## src/tccw_pkg.sv

```systemverilog
package tccw_pkg;

  localparam int CELLS_MAX = 16384;
  localparam int CELL_AW   = $clog2(CELLS_MAX);
  localparam int CNT_W     = CELL_AW + 1;
  localparam int CELL_W    = 16;
  localparam int DIV_CW    = $clog2(CELL_AW);
  localparam int QDEPTH    = 2;
  localparam int QPTR_W    = $clog2(QDEPTH);
  localparam int QCNT_W    = $clog2(QDEPTH + 1);

  localparam logic [7:0] CH_NEWLINE   = 8'd10;
  localparam logic [7:0] CH_BACKSPACE = 8'd8;
  localparam logic [7:0] CH_SPACE     = 8'd32;
  localparam logic [7:0] ATTR_BLANK   = 8'h0F;
  localparam logic [CELL_W-1:0] BLANK_CELL = {ATTR_BLANK, CH_SPACE};

  localparam logic [7:0] COLS_RESET = 8'd80;
  localparam logic [7:0] ROWS_RESET = 8'd25;
  localparam logic [7:0] DIM_MAX    = 8'd128;

  localparam logic REG_COLUMNS = 1'b0;
  localparam logic REG_ROWS    = 1'b1;

  localparam logic OP_PRINT = 1'b0;
  localparam logic OP_CLEAR = 1'b1;

  localparam logic [1:0] ST_OK        = 2'd0;
  localparam logic [1:0] ST_SCROLLED  = 2'd1;
  localparam logic [1:0] ST_OFFSCREEN = 2'd2;

  localparam logic [1:0] KIND_CHAR      = 2'd0;
  localparam logic [1:0] KIND_NEWLINE   = 2'd1;
  localparam logic [1:0] KIND_BACKSPACE = 2'd2;
  localparam logic [1:0] KIND_CLEAR     = 2'd3;

  typedef struct packed {
    logic        opcode;
    logic [7:0]  char_code;
    logic [7:0]  attribute;
    logic        at_cursor;
    logic [13:0] position;
  } in_word_t;

  typedef struct packed {
    logic [13:0] cursor_cell;
    logic [1:0]  status;
  } out_word_t;

  typedef struct packed {
    logic [1:0]  kind;
    logic [7:0]  char_code;
    logic [7:0]  attribute;
    logic        at_cursor;
    logic [13:0] position;
  } cmd_t;

  typedef struct packed {
    logic [7:0]       cols;
    logic [CNT_W-1:0] cells;
  } geom_t;

endpackage

```

## src/text_console_char_writer.sv

```systemverilog
// Text console character writer. Words on the in_ channel print one character at the cursor
// or at a given cell, or clear the screen; each word returns one result with the new cursor
// cell and a status (ok, scrolled, off screen). A two-entry queue sits between the input
// and the cell engine, so up to three more words are taken while a result waits on the out_
// channel (one held by the engine, two in the queue).
// A character or backspace passes S_EXEC and S_CHECK, a position off screen goes from S_EXEC
// to S_DONE, and a newline first finds the row start in a one-bit-per-cycle remainder unit.
// When the screen scrolls, rows move up through the one cell buffer port, one cell a cycle,
// and the last row is blanked; a clear blanks every screen cell. After reset a clearing pass
// blanks all 16384 cells, one a cycle, and in_ready stays low until it ends. Configuration
// writes reach cols_r/rows_r, then geom_r, and are to be made only while the block is idle.
module text_console_char_writer (
  input  logic                clk,
  input  logic                rst_n,
  input  logic                in_valid,
  output logic                in_ready,
  input  tccw_pkg::in_word_t  in_word,
  output logic                out_valid,
  input  logic                out_ready,
  output tccw_pkg::out_word_t out_word,
  input  logic                cfg_we,
  input  logic                cfg_index,
  input  logic [7:0]          cfg_data
);
  import tccw_pkg::*;

  logic [7:0] cols_r, cols_nxt;
  logic [7:0] rows_r, rows_nxt;
  geom_t      geom_r, geom_nxt;
  logic [7:0] eff_cols;
  logic [7:0] eff_rows;
  logic       init_done;
  logic       q_valid;
  cmd_t       q_cmd;
  logic       q_pop;

  always_comb begin
    cols_nxt = cols_r;
    rows_nxt = rows_r;
    if (cfg_we) begin
      case (cfg_index)
        REG_COLUMNS: cols_nxt = cfg_data;
        REG_ROWS:    rows_nxt = cfg_data;
        default:     cols_nxt = cols_r;
      endcase
    end
  end

  // clamp to 1..128; 128 x 128 never exceeds the buffer
  always_comb begin
    if (cols_r == '0) begin
      eff_cols = 8'd1;
    end else if (cols_r > DIM_MAX) begin
      eff_cols = DIM_MAX;
    end else begin
      eff_cols = cols_r;
    end
    if (rows_r == '0) begin
      eff_rows = 8'd1;
    end else if (rows_r > DIM_MAX) begin
      eff_rows = DIM_MAX;
    end else begin
      eff_rows = rows_r;
    end
    geom_nxt.cols  = eff_cols;
    geom_nxt.cells = CNT_W'(16'(eff_cols) * 16'(eff_rows));
  end

  always_ff @(posedge clk) begin
    if (!rst_n) begin
      cols_r <= COLS_RESET;
      rows_r <= ROWS_RESET;
      geom_r <= '{cols: COLS_RESET, cells: CNT_W'(16'(COLS_RESET) * 16'(ROWS_RESET))};
    end else begin
      cols_r <= cols_nxt;
      rows_r <= rows_nxt;
      geom_r <= geom_nxt;
    end
  end

  tccw_front u_front (
    .clk      (clk),
    .rst_n    (rst_n),
    .enable   (init_done),
    .in_valid (in_valid),
    .in_ready (in_ready),
    .in_word  (in_word),
    .q_valid  (q_valid),
    .q_cmd    (q_cmd),
    .q_pop    (q_pop)
  );

  tccw_back u_back (
    .clk       (clk),
    .rst_n     (rst_n),
    .geom      (geom_r),
    .init_done (init_done),
    .q_valid   (q_valid),
    .q_cmd     (q_cmd),
    .q_pop     (q_pop),
    .out_valid (out_valid),
    .out_ready (out_ready),
    .out_word  (out_word)
  );

endmodule

```

## src/tccw_ram.sv

```systemverilog
module tccw_ram #(
  parameter int WIDTH = 16,
  parameter int DEPTH = 16384
) (
  input  logic                     clk,
  input  logic                     we,
  input  logic [$clog2(DEPTH)-1:0] waddr,
  input  logic [WIDTH-1:0]         wdata,
  input  logic [$clog2(DEPTH)-1:0] raddr,
  output logic [WIDTH-1:0]         rdata
);

  logic [WIDTH-1:0] mem [DEPTH];

  always_ff @(posedge clk) begin
    if (we) begin
      mem[waddr] <= wdata;
    end
    rdata <= mem[raddr];
  end

endmodule

```

## src/tccw_front.sv

```systemverilog
module tccw_front (
  input  logic               clk,
  input  logic               rst_n,
  input  logic               enable,
  input  logic               in_valid,
  output logic               in_ready,
  input  tccw_pkg::in_word_t in_word,
  output logic               q_valid,
  output tccw_pkg::cmd_t     q_cmd,
  input  logic               q_pop
);
  import tccw_pkg::*;

  cmd_t              q_r [QDEPTH];
  logic [QPTR_W-1:0] wr_ptr_r, wr_ptr_nxt;
  logic [QPTR_W-1:0] rd_ptr_r, rd_ptr_nxt;
  logic [QCNT_W-1:0] count_r, count_nxt;
  cmd_t              cmd_in;
  logic              push;
  logic              pop;

  // classify the word
  always_comb begin
    cmd_in.char_code = in_word.char_code;
    cmd_in.attribute = in_word.attribute;
    cmd_in.at_cursor = in_word.at_cursor;
    cmd_in.position  = in_word.position;
    if (in_word.opcode == OP_CLEAR) begin
      cmd_in.kind = KIND_CLEAR;
    end else if (in_word.char_code == CH_NEWLINE) begin
      cmd_in.kind = KIND_NEWLINE;
    end else if (in_word.char_code == CH_BACKSPACE) begin
      cmd_in.kind = KIND_BACKSPACE;
    end else begin
      cmd_in.kind = KIND_CHAR;
    end
  end

  assign q_valid  = (count_r != '0);
  assign in_ready = enable && (count_r != QCNT_W'(QDEPTH));
  assign q_cmd    = q_r[rd_ptr_r];
  assign push     = in_valid && in_ready;
  assign pop      = q_pop && q_valid;

  always_comb begin
    wr_ptr_nxt = push ? wr_ptr_r + 1'b1 : wr_ptr_r;
    rd_ptr_nxt = pop ? rd_ptr_r + 1'b1 : rd_ptr_r;
    count_nxt  = count_r;
    if (push && !pop) begin
      count_nxt = count_r + 1'b1;
    end else if (pop && !push) begin
      count_nxt = count_r - 1'b1;
    end
  end

  always_ff @(posedge clk) begin
    if (!rst_n) begin
      wr_ptr_r <= '0;
      rd_ptr_r <= '0;
      count_r  <= '0;
    end else begin
      wr_ptr_r <= wr_ptr_nxt;
      rd_ptr_r <= rd_ptr_nxt;
      count_r  <= count_nxt;
    end
  end

  always_ff @(posedge clk) begin
    if (push) begin
      q_r[wr_ptr_r] <= cmd_in;
    end
  end

endmodule

```

## src/tccw_back.sv

```systemverilog
module tccw_back (
  input  logic                clk,
  input  logic                rst_n,
  input  tccw_pkg::geom_t     geom,
  output logic                init_done,
  input  logic                q_valid,
  input  tccw_pkg::cmd_t      q_cmd,
  output logic                q_pop,
  output logic                out_valid,
  input  logic                out_ready,
  output tccw_pkg::out_word_t out_word
);
  import tccw_pkg::*;

  localparam logic [3:0] S_INIT   = 4'd0;
  localparam logic [3:0] S_IDLE   = 4'd1;
  localparam logic [3:0] S_EXEC   = 4'd2;
  localparam logic [3:0] S_DIV    = 4'd3;
  localparam logic [3:0] S_ROWEND = 4'd4;
  localparam logic [3:0] S_CHECK  = 4'd5;
  localparam logic [3:0] S_COPY   = 4'd6;
  localparam logic [3:0] S_BLANK  = 4'd7;
  localparam logic [3:0] S_DONE   = 4'd8;

  logic [3:0]         state_r, state_nxt;
  logic [CNT_W-1:0]   cnt_r, cnt_nxt;
  logic [DIV_CW-1:0]  div_cnt_r, div_cnt_nxt;
  logic               out_valid_r, out_valid_nxt;
  logic [13:0]        cursor_r, cursor_nxt;
  cmd_t               cmd_r, cmd_nxt;
  logic [CNT_W-1:0]   off_r, off_nxt;
  logic [CNT_W-1:0]   noff_r, noff_nxt;
  logic [CELL_AW-1:0] dvd_r, dvd_nxt;
  logic [7:0]         rem_r, rem_nxt;
  logic [13:0]        res_cursor_r, res_cursor_nxt;
  logic [1:0]         res_status_r, res_status_nxt;
  out_word_t          out_word_r, out_word_nxt;

  logic               ram_we;
  logic [CELL_AW-1:0] ram_waddr;
  logic [CELL_W-1:0]  ram_wdata;
  logic [CELL_AW-1:0] ram_raddr;
  logic [CELL_W-1:0]  ram_rdata;

  logic [8:0]         div_tmp;
  logic [CNT_W-1:0]   copy_last;
  logic [CNT_W-1:0]   cols_w;
  logic [CNT_W-1:0]   cnt_dec;
  logic [CNT_W-1:0]   raddr_w;

  tccw_ram #(
    .WIDTH (CELL_W),
    .DEPTH (CELLS_MAX)
  ) u_cells (
    .clk   (clk),
    .we    (ram_we),
    .waddr (ram_waddr),
    .wdata (ram_wdata),
    .raddr (ram_raddr),
    .rdata (ram_rdata)
  );

  assign init_done = (state_r != S_INIT);
  assign out_valid = out_valid_r;
  assign out_word  = out_word_r;

  assign cols_w    = CNT_W'(geom.cols);
  assign copy_last = geom.cells - cols_w;
  assign cnt_dec   = cnt_r - 1'b1;
  assign raddr_w   = cnt_r + cols_w;
  assign div_tmp   = {rem_r, dvd_r[CELL_AW-1]};

  always_comb begin
    state_nxt      = state_r;
    cnt_nxt        = cnt_r;
    div_cnt_nxt    = div_cnt_r;
    out_valid_nxt  = out_valid_r;
    cursor_nxt     = cursor_r;
    cmd_nxt        = cmd_r;
    off_nxt        = off_r;
    noff_nxt       = noff_r;
    dvd_nxt        = dvd_r;
    rem_nxt        = rem_r;
    res_cursor_nxt = res_cursor_r;
    res_status_nxt = res_status_r;
    out_word_nxt   = out_word_r;
    q_pop          = 1'b0;
    ram_we         = 1'b0;
    ram_waddr      = cnt_r[CELL_AW-1:0];
    ram_wdata      = BLANK_CELL;
    ram_raddr      = raddr_w[CELL_AW-1:0];

    if (out_valid_r && out_ready) begin
      out_valid_nxt = 1'b0;
    end

    case (state_r)
      S_INIT: begin
        ram_we = 1'b1;
        if (cnt_r == CNT_W'(CELLS_MAX - 1)) begin
          cnt_nxt   = '0;
          state_nxt = S_IDLE;
        end else begin
          cnt_nxt = cnt_r + 1'b1;
        end
      end
      S_IDLE: begin
        if (q_valid) begin
          q_pop     = 1'b1;
          cmd_nxt   = q_cmd;
          off_nxt   = q_cmd.at_cursor ? CNT_W'(cursor_r) : CNT_W'(q_cmd.position);
          state_nxt = S_EXEC;
        end
      end
      S_EXEC: begin
        if (cmd_r.kind == KIND_CLEAR) begin
          cnt_nxt   = '0;
          state_nxt = S_BLANK;
        end else if (off_r >= geom.cells) begin
          res_cursor_nxt = cursor_r;
          res_status_nxt = ST_OFFSCREEN;
          state_nxt      = S_DONE;
        end else begin
          case (cmd_r.kind)
            KIND_NEWLINE: begin
              dvd_nxt     = off_r[CELL_AW-1:0];
              rem_nxt     = '0;
              div_cnt_nxt = '0;
              state_nxt   = S_DIV;
            end
            KIND_BACKSPACE: begin
              noff_nxt  = (off_r == '0) ? '0 : off_r - 1'b1;
              state_nxt = S_CHECK;
            end
            default: begin
              ram_we    = 1'b1;
              ram_waddr = off_r[CELL_AW-1:0];
              ram_wdata = {cmd_r.attribute, cmd_r.char_code};
              noff_nxt  = off_r + 1'b1;
              state_nxt = S_CHECK;
            end
          endcase
        end
      end
      // restoring remainder, one dividend bit a cycle
      S_DIV: begin
        if (div_tmp >= {1'b0, geom.cols}) begin
          rem_nxt = 8'(div_tmp - {1'b0, geom.cols});
        end else begin
          rem_nxt = div_tmp[7:0];
        end
        dvd_nxt     = {dvd_r[CELL_AW-2:0], 1'b0};
        div_cnt_nxt = div_cnt_r + 1'b1;
        if (div_cnt_r == DIV_CW'(CELL_AW - 1)) begin
          state_nxt = S_ROWEND;
        end
      end
      S_ROWEND: begin
        noff_nxt  = off_r - CNT_W'(rem_r) + cols_w;
        state_nxt = S_CHECK;
      end
      S_CHECK: begin
        if (noff_r >= geom.cells) begin
          cnt_nxt   = '0;
          state_nxt = S_COPY;
        end else begin
          res_cursor_nxt = noff_r[13:0];
          res_status_nxt = ST_OK;
          state_nxt      = S_DONE;
        end
      end
      // read one row ahead, write the word read last cycle
      S_COPY: begin
        if (cnt_r != '0) begin
          ram_we    = 1'b1;
          ram_waddr = cnt_dec[CELL_AW-1:0];
          ram_wdata = ram_rdata;
        end
        if (cnt_r == copy_last) begin
          state_nxt = S_BLANK;
        end else begin
          cnt_nxt = cnt_r + 1'b1;
        end
      end
      S_BLANK: begin
        ram_we = 1'b1;
        if (cnt_r == geom.cells - 1'b1) begin
          if (cmd_r.kind == KIND_CLEAR) begin
            res_cursor_nxt = '0;
            res_status_nxt = ST_OK;
          end else begin
            res_cursor_nxt = (noff_r >= cols_w) ? 14'(noff_r - cols_w) : '0;
            res_status_nxt = ST_SCROLLED;
          end
          state_nxt = S_DONE;
        end else begin
          cnt_nxt = cnt_r + 1'b1;
        end
      end
      S_DONE: begin
        if (!out_valid_r || out_ready) begin
          out_valid_nxt            = 1'b1;
          out_word_nxt.cursor_cell = res_cursor_r;
          out_word_nxt.status      = res_status_r;
          cursor_nxt               = res_cursor_r;
          state_nxt                = S_IDLE;
        end
      end
      default: begin
        state_nxt = S_IDLE;
      end
    endcase
  end

  always_ff @(posedge clk) begin
    if (!rst_n) begin
      state_r     <= S_INIT;
      cnt_r       <= '0;
      div_cnt_r   <= '0;
      out_valid_r <= 1'b0;
      cursor_r    <= '0;
    end else begin
      state_r     <= state_nxt;
      cnt_r       <= cnt_nxt;
      div_cnt_r   <= div_cnt_nxt;
      out_valid_r <= out_valid_nxt;
      cursor_r    <= cursor_nxt;
    end
  end

  always_ff @(posedge clk) begin
    cmd_r        <= cmd_nxt;
    off_r        <= off_nxt;
    noff_r       <= noff_nxt;
    dvd_r        <= dvd_nxt;
    rem_r        <= rem_nxt;
    res_cursor_r <= res_cursor_nxt;
    res_status_r <= res_status_nxt;
    out_word_r   <= out_word_nxt;
  end

  a_idle_no_write: assert property (@(posedge clk) disable iff (!rst_n)
    (state_r == S_IDLE) |-> !ram_we)
    else $error("cell write while idle");

  a_pop_needs_word: assert property (@(posedge clk) disable iff (!rst_n)
    q_pop |-> (q_valid && state_r == S_IDLE))
    else $error("queue pop without a waiting word");

  a_done_holds: assert property (@(posedge clk) disable iff (!rst_n)
    (state_r == S_DONE && out_valid_r && !out_ready) |=> (state_r == S_DONE))
    else $error("result overwritten before taken");

  a_blank_in_range: assert property (@(posedge clk) disable iff (!rst_n)
    (state_r == S_BLANK) |-> (cnt_r < geom.cells))
    else $error("blank sweep past last cell");

  a_copy_in_range: assert property (@(posedge clk) disable iff (!rst_n)
    (state_r == S_COPY) |-> (cnt_r <= copy_last))
    else $error("scroll copy past last row");

endmodule
```

## config.mk

```make
export PLATFORM = sky130hd
export DESIGN_NAME = text_console_char_writer
export DESIGN_NICKNAME = d
export VERILOG_FILES = /design/src/tccw_pkg.sv /design/src/text_console_char_writer.sv /design/src/tccw_ram.sv /design/src/tccw_front.sv /design/src/tccw_back.sv
export SDC_FILE = /design/constraint.sdc
export NUM_CORES = 1
export LEC_CHECK = 0
export BUFFER_PORTS_ARGS = -buffer_cell sky130_fd_sc_hd__buf_2
export CORE_MARGIN = 4
export CORE_UTILIZATION = 55
export CTS_BUF_LIST = sky130_fd_sc_hd__clkbuf_8 sky130_fd_sc_hd__clkbuf_16
export DETAILED_ROUTE_END_ITERATION = 8
export GPL_ROUTABILITY_DRIVEN = 0
export PLACE_DENSITY = 0.72
export SYNTH_ARGS = -nofsm -noshare
export SYNTH_HDL_FRONTEND = slang
export SYNTH_SLANG_ARGS = --single-unit
```

## constraint.sdc

```tcl
create_clock -name clk -period 6.14 [get_ports clk]
set_clock_uncertainty 0.1 [all_clocks]
set_input_delay 0 -clock clk [delete_from_list [all_inputs] [get_ports clk]]
set_output_delay 0 -clock clk [all_outputs]
set_load 0.05 [all_outputs]
```

==> results of run 1 <==
per-layer routing:
layer	global-route usage	vias up	wire, um
met2	0.4048	361	16570
met4	0.06634	0	894
met3	0.02616	59	2020
li1	-	5624	-
met1	0.3323	5537	15100
met5	0	-	0
final cells by class:
cell class | instances | area, sq um
fillers | 2074 | 9397
multi-input cells | 1143 | 8142
flip-flops and latches | 201 | 5215
repair buffers | 113 | 828.3
clock buffers | 25 | 591.8
inverters | 149 | 559.3
well taps | 330 | 412.9
clock inverters | 14 | 108.9
cells in the mapped netlist, drive strengths merged, types with 7 or more instances:
cell and n:
a211oi 17, a21o 17, a21oi 108, a221oi 12
a31oi 19, a41o 9, and2 9, and3 10
buf 11, clkbuf 51, dfxtp 82, edfxtp 119
fa 46, ha 120, inv 146, mux2 17
mux2i 21, nand2 152, nand2b 16, nand3 33
nand4 20, nor2 187, nor2b 20, nor3 43
nor4 15, o211ai 10, o21ai 57, o31ai 7
or3 17, or4 9, xnor2 50, xor2 25
how the worst min path moves through the flow:
stage,startpoint,end,slack [ns],depth (start not counted)
floorplan,in_word[0],u_front.q_r[0][0],-0.001,0
global route,in_word[13],u_front.q_r[0][13],0.09,2
finish,in_word[13],u_front.q_r[0][13],0.10,2
global placement,in_word[5],u_front.q_r[0][5],0.09,1
CTS,in_word[8],u_front.q_r[0][8],0.09,2
detailed placement,in_word[13],u_front.q_r[1][13],0.09,1
cell families (layout without fill, tap and decap cells):
logic type | count (synthesis) | in the layout | share of synthesized area
AOI/OAI and AO/OA | 315 | 315 | 0.1466
xor gates and xnor gates | 75 | 75 | 0.04635
adders and majority gates | 166 | 166 | 0.1709
buffers and inverters | 211 | 301 | 0.05774
DFF | 201 | 201 | 0.3680
muxes | 38 | 38 | 0.02834
and+or+nand+nor | 549 | 549 | 0.1821
cells in the final DEF, fill, tap and decap left out, types with 16 or more instances in the layout:
cell / count
ha_1: 120
xnor2_1: 50
edfxtp_1: 119
o21ai_0: 55
a31oi_1: 19
xor2_1: 25
nand4_1: 19
nor2_1: 187
nand2b_1: 16
fa_1: 46
or3_1: 17
a21o_1: 17
dlygate4sd3_1: 47
a21oi_1: 108
nand2_1: 152
buf_2: 55
nor3_1: 42
clkbuf_16: 22
a211oi_1: 17
mux2i_1: 20
nand3_1: 33
nor2b_1: 20
inv_1: 151
dfxtp_1: 82
mux2_2: 17
sequential cells by signal, summed over array words and instances, names as in the netlist, 8 cells and up, named ones only:
register / flops
u_back.noff_r: 15
u_front.q_r: 34
u_back.off_r: 14
u_back.cnt_r: 15
u_back.out_word: 16
u_back.cursor_r: 14
rows_r: 8
u_back.rem_r: 8
geom_r: 23
u_back.res_cursor_r: 14
u_back.dvd_r: 14
cols_r: 8
power by group:
| group | leakage (nW) | total [mW] | switching, mW | internal [mW] |
|---|---|---|---|---|
| logic | 4.41 | 0.662 | 0.385 | 0.276 |
| clock network | 0.366 | 1.27 | 0.532 | 0.733 |
| registers | 1.79 | 1.53 | 0.0715 | 1.46 |
| total | 6.57 | 3.46 | 0.989 | 2.47 |
through the flow:
stage	hold slack, ns	total power [mW]
floorplan	-0.001131	2.044
global placement	0.08783	2.167
detailed placement	0.09241	2.185
CTS	0.08880	3.472
global route	0.09284	3.628
finish	0.1028	3.457
==> metrics.yaml, run 1 <==
fin_util: 0.6279
worstSetupStartpoint: "rows_r[7]"
vias_per_cell: 5.864
reg2reg_to: "geom_r[13]"
synthToLayoutAreaGrowth_pct: 11.90
clk_latency_ns: 0.52
drtPass1Iterations: 5
crit_slowest_cell: "fa_1"
slew_headroom: 0.2639
post_cts_resized: 0
cp_data_arrival_time_ns: 5.66
power_leakage_nw: 6.569
fin_crit_ns: 5.330
grt_first_pass_wirelength_mm: 56.52
hold_viol: 0
core_area_sq_um: 25250
holdBufCountCts: 47
drv_slew: 0
ys_seq_area_frac: 0.3680
cts_setup_buffers: 0
die_h_um: 168.5
cap_viol_max_count: 0
gr-total-overflow: 0
drc: 0
grt_max_degree: 52
dp_cells: 1889
power.density_nw_per_um2: 218.0
placed_area_sq_um: 14690
die_area_sq_um: 28400
reg2reg_slack_ns: 0.81
run_status: "finished clean"
syn_avg_cell_area_sq_um: 9.113
synth_cell_type_count: 75
dp_hpwl_mm: 25.49
nNetsFinal: 1842
drt_iter0_drc: 964
vdd_drop_max_mv: 0.2073
synth_edf_count: 119
grt_util_all_layers: 0.2404
cts-root-buf: "clkbuf_16"
required_ns: 6.47
initial_utilization: 0.5611
crit_fanout: 18
fin_cells: 1975
wire_per_inst_um: 17.51
cts_tree: "built"
crit_buf_inv: 5
die_w_um: 168.5
cts_buffers: 22
clk_pin_slew_ns: 0.07
worst_r2r_path_depth: 19
yosys-top-cells-area: "edfxtp_1 25%, dfxtp_1 12%, ha_1 11%, fa_1 6.5%, nor2_1 5.0%"
critPathCapture: "geom_r[13]"
grt_pass1_vias: 11210
vias: 11580
clock_path_buffers: 3
worst_hold_path_type: "primary input to register"
max_clock_freq_mhz: 187.6
synth_ff_type: "edfxtp_1"
finalWorstSetupSlack_ns: 0.8102
yosys_warnings: 0
synth_seq_cells: 201
cp_slowest_stage_delay_ns: 0.54
critical_path_depth: 19
num_io_pins: 64
rows: 58
tns_ns: 0
netlist_instances: 1555
yosysTopAreaCell: "edfxtp_1"
cp-start-kind: "register"
antenna_cells: 0
synth_nets: 1767
place_ws_ns: 0.8194
crit_path_cell_trace: "clkinv_1 > nand2_1 > nor2_1 > fa_1 > inv_1 > fa_1 > inv_1 > fa_1 > inv_1 > fa_1 > inv_1 > ha_1 > a21boi_0 > o21ai_0 > nand2b_1 > a21o_1 > a21o_1 > a31oi_1 > mux2i_1"
clock_sinks: 201
antenna_found_initial: 0
rsz0062_at_grt: "false"
crit_type: "register to register"
async_reset_ff_frac: 0
wl_mm: 34.59
layout-drive-gt1-share: 0.08328
io_buffers: 55
period_share: 0.8680
netlist_area_sq_um: 14170
htreeDepth: 1
design_area_sq_um: 15860
end_kind: "register"
crit_family: "adder cells"
synth_top_area_share: 0.2522
setup_viol: 0
tightest_slew_ns: 1.102
antenna_left: 0
r2r_start: "rows_r[7]"
Power figures use the tool's default switching activity.
==> run 2, diff against run 1 <==
==> constraint.sdc (replaced) <==
create_clock -name clk -period 6.14 [get_ports clk]
set_clock_uncertainty 0.1 [all_clocks]
set_input_delay 0.921 -clock clk [delete_from_list [all_inputs] [get_ports clk]]
set_output_delay 0.921 -clock clk [all_outputs]
set_load 0.05 [all_outputs]
==> metrics.yaml, run 2 (synthesis results as in run 1) <==
power.density_nw_per_um2: 223.3  # was 218.0 nW/um^2
end_kind: "register"  # unchanged
initial_utilization: 0.5611  # unchanged
period_share: 0.8572  # was 0.8680
vias: 11260  # was 11.58k
grt_first_pass_wirelength_mm: 55.03  # was 56.52 mm
grt_pass1_vias: 10800  # was 11.21k
setup_viol: 0  # unchanged
slew_headroom: 0.2686  # was 0.2639
largest_reg_flops: 34  # unchanged
vias_per_cell: 5.836  # was 5.864
io_buffers: 55  # unchanged
run_status: "finished clean"  # unchanged
num_io_pins: 64  # unchanged
cts_setup_buffers: 0  # unchanged
holdBufCountCts: 0  # was 47
clock_path_buffers: 3  # unchanged
hold_viol: 0  # unchanged
core_area_sq_um: 25250  # unchanged
wire_per_inst_um: 17.55  # was 17.51 um
rsz0062_at_grt: "false"  # unchanged
cp-start-kind: "register"  # unchanged
layout_commonest_cell: "nor2_1"  # unchanged
max_clock_freq_mhz: 190.0  # was 187.6 MHz
clock_sinks: 201  # unchanged
drt_iter0_drc: 1118  # was 964
post_cts_resized: 0  # unchanged
cp_data_arrival_time_ns: 5.61  # was 5.66 ns
cap_viol_max_count: 0  # unchanged
crit_type: "register to register"  # unchanged
layout_common_cells: "187 x nor2_1, 152 x nand2_1, 148 x inv_1"  # was 187 x nor2_1, 152 x nand2_1, 151 x inv_1
synthToLayoutAreaGrowth_pct: 8.626  # was 11.90%
fillCellCount: 2182  # was 2,074
layout-drive-gt1-share: 0.08755  # was 0.08328
grt_util_all_layers: 0.2347  # was 0.2404
cts_tree: "built"  # unchanged
cts-root-buf: "clkbuf_16"  # unchanged
worst_hold_path_type: "register to register"  # was primary input to register
reg2reg_slack_ns: 0.88  # was 0.81 ns
antenna_found_initial: 0  # unchanged
finalPower_mw: 3.437  # was 3.457 mW
multiInputGateArea_sq_um: 8142  # unchanged
r2r_start: "rows_r[7]"  # unchanged
tns_ns: 0  # unchanged
min_from: "u_back.res_status_r[1]"  # was in_word[13]
antenna_left: 0  # unchanged
nNetsFinal: 1795  # was 1,842
crit_fanout: 18  # unchanged
antenna_cells: 0  # unchanged
power_leakage_nw: 6.379  # was 6.569 nW
die_h_um: 168.5  # unchanged
fin_util: 0.6095  # was 0.6279
dp_cells: 1889  # unchanged
top_register: "u_front.q_r"  # unchanged
die_w_um: 168.5  # unchanged
tightest_slew_ns: 1.094  # was 1.102 ns
fin_crit_ns: 5.263  # was 5.330 ns
drc: 0  # unchanged
clk_latency_ns: 0.53  # was 0.52 ns
regArea_sq_um: 5215  # unchanged
drv_slew: 0  # unchanged
grt_max_degree: 51  # was 52
die_area_sq_um: 28400  # unchanged
cts_buffers: 22  # unchanged
wl_mm: 33.85  # was 34.59 mm
fin_cells: 1929  # was 1,975
clk_pin_slew_ns: 0.06  # was 0.07 ns
gr-total-overflow: 0  # unchanged
rows: 58  # unchanged
htreeDepth: 1  # unchanged
vdd_drop_max_mv: 0.2706  # was 0.2073 mV
required_ns: 6.49  # was 6.47 ns
dp_hpwl_mm: 25.47  # was 25.49 mm
worstSetupStartpoint: "rows_r[7]"  # unchanged
drtPass1Iterations: 5  # unchanged
## run 2: path summary, 6_finish.rpt
| kind | endpoint | cells after the start |
|---|---|---|
| setup / recovery | geom_r[13] | 19 |
| hold / removal | u_back.out_word[1] | 0 |
| setup reg to reg | geom_r[13] | 19 |
| hold reg to reg | u_back.out_word[1] | 0 |
## run 2: power by group
part           leakage, nW  internal (mW)  total, mW  switching [mW]
registers             1.79           1.46       1.53          0.0694
logic                 4.23          0.257      0.637           0.380
clock network        0.358          0.722       1.27           0.550
## run 2: final cells by class
class / count / area share
tap: 330 / 0.02682
timing repair buffer: 66 / 0.02325
multi-input combinational: 1143 / 0.5289
clock inverter: 14 / 0.005852
inverter: 149 / 0.03633
sequential: 201 / 0.3388
clock buffer: 26 / 0.04007
## run 2: per-layer routing
layer	wire, um	track usage	part of all wire	up-vias
li1	-	-	-	5543
met1	15100	0.3297	0.45	5292
met2	15810	0.3915	0.47	361
met3	2113	0.02639	0.062	62
met4	828	0.05893	0.024	0
met5	0	0	0	-
## run 2: critical path, stage by stage (launching register included)
cell	delay (ns)
dfxtp_1	0.40
clkinv_1	0.40
nand2_1	0.37
nor2_1	0.11
fa_1	0.54
inv_1	0.05
fa_1	0.47
inv_1	0.05
fa_1	0.52
inv_1	0.05
fa_1	0.52
inv_1	0.04
ha_1	0.32
a21boi_0	0.15
o21ai_0	0.17
nand2b_1	0.10
a21o_1	0.19
a21o_1	0.20
a31oi_1	0.22
mux2i_1	0.20
## run 2: metrics by stage
step	hold slack, ns	cell area, sq um	worst slack [ns]
after global routing	0.3344	15390	0.4467
after global placement	0.3032	14690	0.9418
after detailed placement	0.3084	14690	0.8997
after CTS	0.3328	15390	0.8682
after floorplan	0.3003	14170	1.475
final	0.3294	15390	0.8767
==> run 3, diff against run 2 <==
ABC_AREA = 1   (was not set)
==> metrics.yaml, run 3 <==
run_status: "complete, but fails checks"  # was finished clean
failed_checks: "DRC"
async_reset_ff_frac: 0  # unchanged
grt_pass1_vias: 12350  # was 10.80k
layout-drive-gt1-share: 0.07708  # was 0.08755
worstSetupStartpoint: "cols_r[1]"  # was rows_r[7]
die_h_um: 172.4  # was 168.5 um
yosys_warnings: 0  # unchanged
netlist_instances: 1903  # was 1,555
layout_commonest_cell: "nand2_1"  # was nor2_1
drv_slew: 0  # unchanged
drtPass1Iterations: 8  # was 5
synth_most_common_cell: "nand2_1"  # was nor2_1
fillCellCount: 2253  # was 2,182
synthTopCellsByCount: "379 x nand2_1, 299 x inv_1, 209 x nor2_1"  # was 187 x nor2_1, 152 x nand2_1, 145 x inv_1
antenna_cells: 0  # unchanged
cp-start-kind: "register"  # unchanged
htreeDepth: 1  # unchanged
regArea_sq_um: 5215  # unchanged
grt_util_all_layers: 0.2539  # was 0.2347
dp_cells: 2263  # was 1,889
tns_ns: 0  # unchanged
synth_top_area_share: 0.2405  # was 0.2522
crit_fanout: 8  # was 18
largest_reg_flops: 34  # unchanged
top_layer: "met4"  # unchanged
yosys-top-cells-area: "edfxtp_1 24%, dfxtp_1 11%, ha_1 10%, nand2_1 9.6%, inv_1 7.6%"  # was edfxtp_1 25%, dfxtp_1 12%, ha_1 11%, fa_1 6.5%, nor2_1 5.0%
initial_utilization: 0.5639  # was 0.5611
slew_headroom: 0.1633  # was 0.2686
max_clock_freq_mhz: 187.0  # was 190.0 MHz
power.density_nw_per_um2: 289.0  # was 223.3 nW/um^2
antenna_left: 0  # unchanged
clk_pin_slew_ns: 0.06  # about the same
layout_common_cells: "379 x nand2_1, 302 x inv_1, 209 x nor2_1"  # was 187 x nor2_1, 152 x nand2_1, 148 x inv_1
crit_slowest_cell: "fa_1"  # unchanged
rsz0062_at_grt: "false"  # unchanged
cp_data_arrival_time_ns: 5.69  # was 5.61 ns
vias_per_cell: 5.559  # was 5.836
min_from: "u_back.res_status_r[0]"  # was u_back.res_status_r[1]
vias: 12830  # was 11.26k
die_w_um: 172.4  # was 168.5 um
wl_met1_mm: 17.15  # was 15.10 mm
cts_tree: "built"  # unchanged
cts_buffers: 24  # was 22
top_register: "u_front.q_r"  # unchanged
num_io_pins: 64  # unchanged
wl_mm: 37.51  # was 33.85 mm
period_share: 0.8709  # was 0.8572
dp_hpwl_mm: 28.31  # was 25.47 mm
clock_path_buffers: 3  # unchanged
worst_hold_path_type: "register to register"  # unchanged
synth_edf_count: 119  # unchanged
setup_viol: 0  # unchanged
core_area_sq_um: 26350  # was 25,250 sq um
hold_viol: 0  # unchanged
antenna_found_initial: 0  # unchanged
cts-root-buf: "clkbuf_16"  # unchanged
synth_seq_cells: 201  # unchanged
grt_max_degree: 61  # was 51
end_kind: "register"  # unchanged
synth_nets: 2115  # was 1,767
cp_slowest_stage_delay_ns: 0.55  # was 0.54 ns
netlist_area_sq_um: 14860  # was 14,170 sq um
gr-total-overflow: 0  # unchanged
cpMostUsedCell: "inv_1"
clk_latency_ns: 0.54  # was 0.53 ns
holdBufCountCts: 0  # unchanged
r2r_start: "cols_r[1]"  # was rows_r[7]
fin_cells: 2307  # was 1,929
dr_wl_met2_mm: 16.32  # was 15.81 mm
fin_crit_ns: 5.347  # was 5.263 ns
power_leakage_nw: 7.369  # was 6.379 nW
post_cts_resized: 0  # unchanged
vdd_drop_max_mv: 0.2152  # was 0.2706 mV
crit_type: "register to register"  # unchanged
die_area_sq_um: 29710  # was 28,400 sq um
nNetsFinal: 2166  # was 1,795
clock_sinks: 201  # unchanged
crit_family: "adder cells"  # unchanged
drc: 1  # was 0
rows: 59  # was 58
ys_seq_area_frac: 0.3509  # was 0.3680
wl_met3_mm: 2.675  # was 2.113 mm
synthToLayoutAreaGrowth_pct: 9.312  # was 8.626%
finalWorstSetupSlack_ns: 0.7927  # was 0.8767 ns
cap_viol_max_count: 0  # unchanged
io_buffers: 55  # unchanged
yosysTopAreaCell: "edfxtp_1"  # unchanged
crit_buf_inv: 7  # was 5
required_ns: 6.49  # about the same
synth_ff_type: "edfxtp_1"  # unchanged
multiInputGateArea_sq_um: 8325  # was 8142 sq um
tightest_slew_ns: 1.255  # was 1.094 ns
grt_first_pass_wirelength_mm: 61.20  # was 55.03 mm
crit_path_cell_trace: "nor4_1 > inv_1 > nor4_1 > nor2_1 > inv_1 > nand2_1 > inv_1 > nand2_1 > fa_1 > fa_1 > inv_1 > fa_1 > inv_1 > fa_1 > inv_1 > ha_1 > inv_1 > o21ai_0 > a31oi_1 > o21ai_0 > o21ai_0 > a21oi_1"  # was clkinv_1 > nand2_1 > nor2_1 > fa_1 > inv_1 > fa_1 > inv_1 > fa_1 > inv_1 > fa_1 > inv_1 > ha_1 > a21boi_0 > o21ai_0 > nand2b_1 > a21o_1 > a21o_1 > a31oi_1 > mux2i_1
cts_setup_buffers: 0  # unchanged
synth_cell_type_count: 55  # was 75
drt_iter0_drc: 1050  # was 1,118
place_ws_ns: 0.8589  # was 0.8997 ns
wire_per_inst_um: 16.26  # was 17.55 um
syn_avg_cell_area_sq_um: 7.809  # was 9.113 sq um
## run 3: area by class of cell
type / instances / share of cell area
well taps: 335 / 0.02580
multi-input cells: 1357 / 0.5125
repair buffers: 64 / 0.02110
clock inverters: 20 / 0.01186
flip-flops and latches: 201 / 0.3210
inverters: 306 / 0.07071
clock buffers: 24 / 0.03697
## run 3: per-stage QoR
step	util	power [mW]	hold slack (ns)	area (sq um)
3_3_place_gp	0.5863	3.196	0.3016	15450
3_5_place_dp	0.5863	3.248	0.3287	15450
6_report	0.6164	4.695	0.3343	16240
2_1_floorplan	-	2.862	0.3003	14860
4_1_cts	0.6164	4.682	0.3394	16240
5_1_grt	0.6164	4.993	0.3486	16240
## run 3: final timing paths
check                           cells after the start            endpoint  slack (ns)
worst max-delay path                               22          geom_r[12]        0.79
worst min-delay path                                0  u_back.out_word[0]        0.33
worst max register to register                     22          geom_r[12]        0.79
worst min register to register                      0  u_back.out_word[0]        0.33
## run 3: cells by family (layout without fill, tap and decap cells)
| kind of cell | count (synthesis) | after routing | synth area share |
|---|---|---|---|
| DFF | 201 | 201 | 0.3509 |
| adders and majority gates | 166 | 166 | 0.1630 |
| and+or+nand+nor | 820 | 820 | 0.2424 |
| xor gates and xnor gates | 67 | 67 | 0.03949 |
| muxes | 3 | 3 | 0.002189 |
| AOI/OAI and AO/OA | 301 | 301 | 0.1122 |
| buffers and inverters | 345 | 414 | 0.08975 |
## run 3: power by group
group	total (mW)	leakage [nW]	internal (mW)	switching [mW]
Clock	1.43	0.390	0.842	0.590
Combinational	1.55	5.26	0.539	1.01
Sequential	1.71	1.72	1.54	0.169
## run 3: worst register-to-register path: cells and delay by family (launching register included)
| kind | cells | cell delay [ns] |
|---|---|---|
| flops | 1 | 0.32 |
| fa+ha+maj | 5 | 2.40 |
| buf+inv | 7 | 0.58 |
| compound gates | 5 | 0.95 |
| simple gates | 5 | 0.92 |
## run 3: layer usage
layer / global-route usage / vias up
met2: 0.4003 / 460
met4: 0.08544 / 0
met3: 0.03292 / 85
li1: - / 6371
met5: 0 / -
met1: 0.3631 / 5909
